File: src/hw/rtl/srem_pkg.sv
// ----------------------------------------------------------------------------
// srem_pkg
// Types, codes and constants shared by the status register event model.
// ----------------------------------------------------------------------------
package srem_pkg;

  localparam int unsigned WordBits   = 16;
  localparam int unsigned NumGroups  = 3;
  localparam int unsigned GroupBits  = 2;

  typedef logic [WordBits-1:0] word_t;

  localparam word_t      FilterPreset = word_t'(16'h7FFF);
  localparam logic [15:0] PlainRead   = 16'h8000;
  localparam logic [7:0]  SrqBit      = 8'h40;
  localparam logic [1:0]  StbUserBits = 2'b11;

  localparam logic [2:0] SummaryPos [NumGroups] = '{3'd5, 3'd7, 3'd3};

  typedef enum logic [2:0] {
    MODE_READ      = 3'd0,
    MODE_WRITE     = 3'd1,
    MODE_SET_BITS  = 3'd2,
    MODE_CLR_BITS  = 3'd3,
    MODE_CLR_STAT  = 3'd4
  } mode_e;

  typedef enum logic [2:0] {
    GRP_ESR  = 3'd0,
    GRP_OPER = 3'd1,
    GRP_QUES = 3'd2,
    GRP_STB  = 3'd3,
    GRP_SRE  = 3'd4
  } group_e;

  typedef enum logic [2:0] {
    REG_OPER_RISE = 3'd0,
    REG_OPER_FALL = 3'd1,
    REG_QUES_RISE = 3'd2,
    REG_QUES_FALL = 3'd3,
    REG_ESR_EN    = 3'd4,
    REG_OPER_EN   = 3'd5,
    REG_QUES_EN   = 3'd6
  } reg_idx_e;

  typedef struct packed {
    logic [2:0]  mode;
    logic [2:0]  group_sel;
    logic        word_sel;
    logic [15:0] data_word;
  } in_item_t;

  typedef struct packed {
    logic [15:0] read_value;
    logic [7:0]  status_byte;
    logic [7:0]  service_enable;
    logic        srq_pulse;
  } out_item_t;

  typedef struct packed {
    logic [2:0]  reg_idx;
    logic [15:0] wdata;
  } cfg_wr_t;

  typedef struct packed {
    logic [NumGroups-1:0][WordBits-1:0] rise;
    logic [NumGroups-1:0][WordBits-1:0] fall;
    logic [NumGroups-1:0][WordBits-1:0] enable;
  } cfg_regs_t;

  typedef struct packed {
    logic [NumGroups-1:0][WordBits-1:0] cond;
    logic [NumGroups-1:0][WordBits-1:0] ev;
    logic [7:0]                         stb;
    logic [7:0]                         sre;
  } state_t;

endpackage

File: src/hw/rtl/srem_update.sv
// ----------------------------------------------------------------------------
// srem_update
// Next status state and result for one item: edge filtering, event words,
// summary bits and service request evaluation.
// ----------------------------------------------------------------------------
module srem_update (
  input  srem_pkg::in_item_t  item_i,
  input  srem_pkg::state_t    state_i,
  input  srem_pkg::cfg_regs_t regs_i,
  output srem_pkg::state_t    state_o,
  output srem_pkg::out_item_t result_o
);

  logic                           is_grp;
  logic [srem_pkg::GroupBits-1:0] gidx;
  srem_pkg::word_t                data;
  srem_pkg::word_t                cur_cond, cur_ev, cur, val;
  srem_pkg::word_t                rise, fall, next_ev;
  logic                           gw_en, changed, ev_changed, summary;
  logic [7:0]                     stb_grp, stb_pre, sre_new, others;
  logic                           srq_eval, srq_hit;
  logic [15:0]                    rv;
  srem_pkg::state_t               st;

  assign is_grp   = item_i.group_sel < 3'(srem_pkg::NumGroups);
  assign gidx     = is_grp ? item_i.group_sel[srem_pkg::GroupBits-1:0] : '0;
  assign data     = srem_pkg::word_t'(item_i.data_word);
  assign cur_cond = state_i.cond[gidx];
  assign cur_ev   = state_i.ev[gidx];
  assign cur      = item_i.word_sel ? cur_ev : cur_cond;

  always_comb begin
    case (item_i.mode)
      srem_pkg::MODE_WRITE:    val = data;
      srem_pkg::MODE_SET_BITS: val = cur | data;
      srem_pkg::MODE_CLR_BITS: val = cur & ~data;
      default:                 val = '0;
    endcase
  end

  assign gw_en = is_grp && (item_i.mode <= srem_pkg::MODE_CLR_BITS)
                 && ((item_i.mode != srem_pkg::MODE_READ) || item_i.word_sel);
  assign changed = gw_en && (cur != val) && !((gidx == '0) && !item_i.word_sel);

  assign rise    = (cur_cond ^ val) & val;
  assign fall    = (cur_cond ^ val) & cur_cond;
  assign next_ev = item_i.word_sel ? val
                 : ((rise & regs_i.rise[gidx]) | (fall & regs_i.fall[gidx]) | cur_ev);
  assign ev_changed = changed && (next_ev != cur_ev);
  assign summary    = |(next_ev & regs_i.enable[gidx]);

  always_comb begin
    stb_grp = state_i.stb;
    stb_grp[srem_pkg::SummaryPos[gidx]] = summary;
  end

  always_comb begin
    st       = state_i;
    stb_pre  = state_i.stb;
    sre_new  = state_i.sre;
    srq_eval = 1'b0;
    rv       = '0;
    unique case (item_i.mode) inside
      srem_pkg::MODE_READ, srem_pkg::MODE_WRITE,
      srem_pkg::MODE_SET_BITS, srem_pkg::MODE_CLR_BITS: begin
        unique case (item_i.group_sel) inside
          srem_pkg::GRP_ESR, srem_pkg::GRP_OPER, srem_pkg::GRP_QUES: begin
            if (item_i.mode == srem_pkg::MODE_READ) begin
              rv = 16'(cur);
            end
            if (changed && !item_i.word_sel) begin
              st.cond[gidx] = val;
            end
            if (ev_changed) begin
              st.ev[gidx] = next_ev;
              stb_pre     = stb_grp;
              srq_eval    = 1'b1;
            end
          end
          srem_pkg::GRP_STB: begin
            case (item_i.mode)
              srem_pkg::MODE_READ: rv = srem_pkg::PlainRead;
              srem_pkg::MODE_SET_BITS: begin
                stb_pre[1:0] = state_i.stb[1:0] | (item_i.data_word[1:0] & srem_pkg::StbUserBits);
                srq_eval     = 1'b1;
              end
              srem_pkg::MODE_CLR_BITS: begin
                stb_pre[1:0] = state_i.stb[1:0]
                               & ~(item_i.data_word[1:0] & srem_pkg::StbUserBits);
                srq_eval     = 1'b1;
              end
              default: ;
            endcase
          end
          srem_pkg::GRP_SRE: begin
            case (item_i.mode)
              srem_pkg::MODE_READ:     rv = srem_pkg::PlainRead;
              srem_pkg::MODE_WRITE:    sre_new = item_i.data_word[7:0];
              srem_pkg::MODE_SET_BITS: sre_new = state_i.sre | item_i.data_word[7:0];
              default:                 sre_new = state_i.sre & ~item_i.data_word[7:0];
            endcase
            if (item_i.mode != srem_pkg::MODE_READ) begin
              srq_eval = 1'b1;
            end
          end
          default: ;
        endcase
      end
      srem_pkg::MODE_CLR_STAT: begin
        stb_pre = '0;
        st.ev   = '0;
      end
      default: ;
    endcase
  end

  assign others  = stb_pre & ~srem_pkg::SrqBit & sre_new;
  assign srq_hit = srq_eval && (others != '0);

  always_comb begin
    state_o     = st;
    state_o.sre = sre_new;
    if (!srq_eval) begin
      state_o.stb = stb_pre;
    end else if (srq_hit) begin
      state_o.stb = stb_pre | srem_pkg::SrqBit;
    end else begin
      state_o.stb = stb_pre & ~srem_pkg::SrqBit;
    end
  end

  always_comb begin
    result_o.read_value     = rv;
    result_o.status_byte    = state_o.stb;
    result_o.service_enable = state_o.sre;
    result_o.srq_pulse      = srq_hit;
  end

endmodule

File: config.mk
export PLATFORM = sky130hd
export DESIGN_NAME = srem_update
export DESIGN_NICKNAME = d
export VERILOG_FILES = /design/src/hw/rtl/srem_pkg.sv /design/src/hw/rtl/srem_update.sv
export SDC_FILE = /design/constraint.sdc
export NUM_CORES = 1
export LEC_CHECK = 0
export BUFFER_PORTS_ARGS = -buffer_cell sky130_fd_sc_hd__buf_2
export CORE_AREA = 10 10 155 157
export DETAILED_ROUTE_END_ITERATION = 10
export DIE_AREA = 0 0 165 167
export PLACE_DENSITY = 0.66
export REMOVE_ABC_BUFFERS = 1
export SLEW_MARGIN = 10
export SYNTH_ARGS = -nofsm -noshare
export SYNTH_HDL_FRONTEND = slang
export SYNTH_SLANG_ARGS = --single-unit
File: constraint.sdc
create_clock -name vclk -period 5.3
set_input_delay 1.325 -clock vclk [all_inputs]
set_output_delay 1.325 -clock vclk [all_outputs]
set_load 0.01 [all_outputs]
==> impl_metrics.env <==
export IMPL_clkbuf_count=0
export IMPL_worstMarginPinSlew_ps=686
export IMPL_grt_max_degree=51
export IMPL_multi_input_area_um2=6880
export IMPL_critical_path_peak_fanout=8
export IMPL_start_util_pct=32.9
export IMPL_postCtsHoldBufs=0
export IMPL_crit_arrival_ps=4600
export IMPL_antenna_found_initial=3
export IMPL_power_leakage_uw=0.00650
export IMPL_fmax_ghz=0.169
export IMPL_fin_crit_ps=5920
export IMPL_fillers=1924
export IMPL_final_util_pct=63.5
export IMPL_wl_mm=53.5
export IMPL_end_kind="output port"
export IMPL_grt_overflow_total=0
export IMPL_nNetsFinal=2072
export IMPL_startpoint_type="input pin"
export IMPL_port_buffers=424
export IMPL_crit_type="in -> out"
export IMPL_final_area_um2=13200
export IMPL_p_per_area_nw_per_um2=104
export IMPL_place_gp_congestion=1.04
export IMPL_die_x_um=165
export IMPL_place_detailed_hpwl_mm=43.5
export IMPL_cp_slowest_cell="o2111a_2"
export IMPL_route_detailed_drc=0
export IMPL_fin_setup_tns_ps=-36120
export IMPL_dpl_cell_area_um2=11700
export IMPL_grtUsageTotal_pct=35.6
export IMPL_synth_cells=1089
export IMPL_ant_nets=0
export IMPL_drv_cap=0
export IMPL_required_ps=3970
export IMPL_crit_end="result_o[0]"
export IMPL_worst_ir_drop_vdd_v=0.0000449
export IMPL_dieArea_um2=27600
export IMPL_wl_per_cell_um=25.9
export IMPL_via_per_inst=6.05
export IMPL_setup_violations=89
export IMPL_core_rowCount=53
export IMPL_grt_pass1_vias=12400
export IMPL_io_pins=424
export IMPL_vias=12500
export IMPL_die_h_um=167
export IMPL_syn_area_per_cell_um2=6.30
export IMPL_synth_top_area_share_pct=11.5
export IMPL_nFlopsAndLatches=0
export IMPL_crit_path_max_incr_delay_ps=360
export IMPL_dr_pass1_iters=6
export IMPL_seq_area_frac_synth_pct=0
export IMPL_dp_worst_setup_slack_ps=-993
export IMPL_cp_startpoint="item_i[18]"
export IMPL_finalPower_uw=1380
export IMPL_syn_area_um2=6860
export IMPL_ys_warn_count=0
export IMPL_rsz0062_at_grt="true"
export IMPL_finalCritPeriodShare_pct=112
export IMPL_area_growth_syn_to_layout_pct=92.9
export IMPL_synth_distinct_cells=87
export IMPL_status="complete, but fails checks"
export IMPL_hold_viol_final=0
export IMPL_timing_final_max_slew_violations=0
export IMPL_slew_headroom_pct=54.1
export IMPL_drive_gt1_share_pct=55.9
export IMPL_drt_iter0_drc=1536
export IMPL_setup_slack_ps=-624
export IMPL_violations="setup timing"
export IMPL_netlist_top_cells_area="mux2i_1 12%, nand2_1 7.4%, o21ai_0 7.0%, a21oi_1 5.9%, nor2_1 4.3%"
export IMPL_crit_chain="buf_12, and2b_2, buf_6, buf_4, a32oi_2, buf_4, a31oi_1, nand3b_1, o2111ai_2, nor4_4, nand4_1, o2111a_2, mux2_4, a2bb2oi_2, a31oi_1, buf_2"
export IMPL_layout_area_seq_um2=0
export IMPL_coreArea_um2=20800
export IMPL_grt_pass1_wl_mm=76.5
export IMPL_synth_area_leader_cell="mux2i_1"
export IMPL_hp_class="in -> out"
Yosys cell counts (7+ instances only):
library cell	n
a21oi_1	81
a221oi_1	12
o21a_1	8
mux2i_1	79
nand3_1	21
nor3b_1	9
a21o_1	13
a221o_1	7
or2_2	7
and3_1	12
o21ai_0	96
a31oi_1	11
nor3_1	19
o21ai_1	11
a211oi_1	13
nor2_1	78
clkbuf_1	75
nand2_1	135
buf_1	9
nand4_1	13
mux2_2	25
a32o_1	7
a22oi_1	18
o22a_1	9
and2_1	15
buf_4	21
nor2b_1	31
a32oi_1	26
o22ai_1	11
o211ai_1	11
or3b_2	11
a22o_1	12
nand3b_1	8
buf_2	25
inv_1	16
critical path, delay by kind of cell:
family	cells	cell delay, ps
AO/OA/AOI/OAI	6	1220
buffers and inverters	5	750
multiplexers	1	350
AND/OR/NAND/NOR	4	940
kinds of logic after synthesis:
family | share of synthesized area (%)
compound gates | 42.8
simple gates | 29.6
xor+xnor | 1.37
buf+inv | 10.4
mux | 15.9
how the worst min path moves through the flow:
stage / start / to / slack [ps] / cells past startpoint
2_1_floorplan: state_i[64] / state_o[64] / 2650 / 0
3_3_place_gp: state_i[67] / state_o[67] / 2870 / 2
3_5_place_dp: state_i[67] / state_o[67] / 2870 / 2
4_1_cts: state_i[67] / state_o[67] / 2870 / 2
5_1_grt: state_i[65] / state_o[65] / 2880 / 2
6_report: state_i[67] / state_o[67] / 2870 / 2
stage by stage:
| stage | hold slack (ps) | std cells |
|---|---|---|
| floorplan | 2650 | 953 |
| global placement | 2870 | 2016 |
| detailed placement | 2870 | 2016 |
| CTS | 2870 | 2059 |
| global route | 2880 | 2067 |
| finish | 2870 | 2067 |
cell usage in the layout, fill, tap and decap left out, drive strengths merged, types with 6 or more instances in the layout:
cell,synthesis,layout
mux2i,79,79
a211oi,13,13
a221oi,13,13
a21oi,81,81
nor4bb,6,6
or3b,12,12
nand3b,8,8
nor3,19,19
nor2,80,80
nand4,13,13
o22a,9,9
a32oi,27,27
a32o,7,7
or2,8,8
nor2b,31,31
a221o,8,8
xnor2,7,7
and2,15,15
nand2,135,135
a31oi,11,11
nand3,23,23
a2bb2oi,7,7
o21ai,109,109
a2111oi,6,6
nor3b,9,9
a22oi,18,18
nand2b,6,6
mux2,26,26
inv,16,13
and3,12,12
a21o,13,13
a22o,12,12
o22ai,11,11
a311oi,6,6
buf,59,838
o21a,8,8
o211ai,11,11
power by group:
| part | leakage (uW) | total [uW] | switching [uW] | internal (uW) |
|---|---|---|---|---|
| clock | 0.00000000634 | 0.0000254 | 0 | 0.0000254 |
| sequential | 0 | 0 | 0 | 0 |
| combinational | 0.00650 | 1380 | 723 | 655 |
| total | 0.00650 | 1380 | 723 | 655 |
metal layers:
metal | wire, um | global-route usage, % | vias up | share of wire (%)
li1 | - | - | 5557 | -
met1 | 19800 | 42.1 | 5918 | 37
met2 | 25000 | 59.2 | 864 | 47
met3 | 6190 | 9.17 | 170 | 12
met4 | 2530 | 14.4 | 4 | 4.7
met5 | 31 | 0 | - | 0.058
final cells by class:
cell class	count	area share, %
Inverter	16	0.539
Timing Repair Buffer	838	44.9
Tap cell	275	2.60
Antenna cell	1	0.0189
Multi-Input combinational cell	937	52.0
what timing repair did:
| action | in CTS | in global routing |
|---|---|---|
| setup buffers | 40 | 10 |
| gates resized for setup | 239 | 54 |
| endpoints found under the hold margin | 0 | 0 |
| gates cloned | 5 | 0 |
| pin swaps | 35 | 17 |
| setup endpoints to repair | 89 | 89 |
Power figures use the tool's default switching activity.
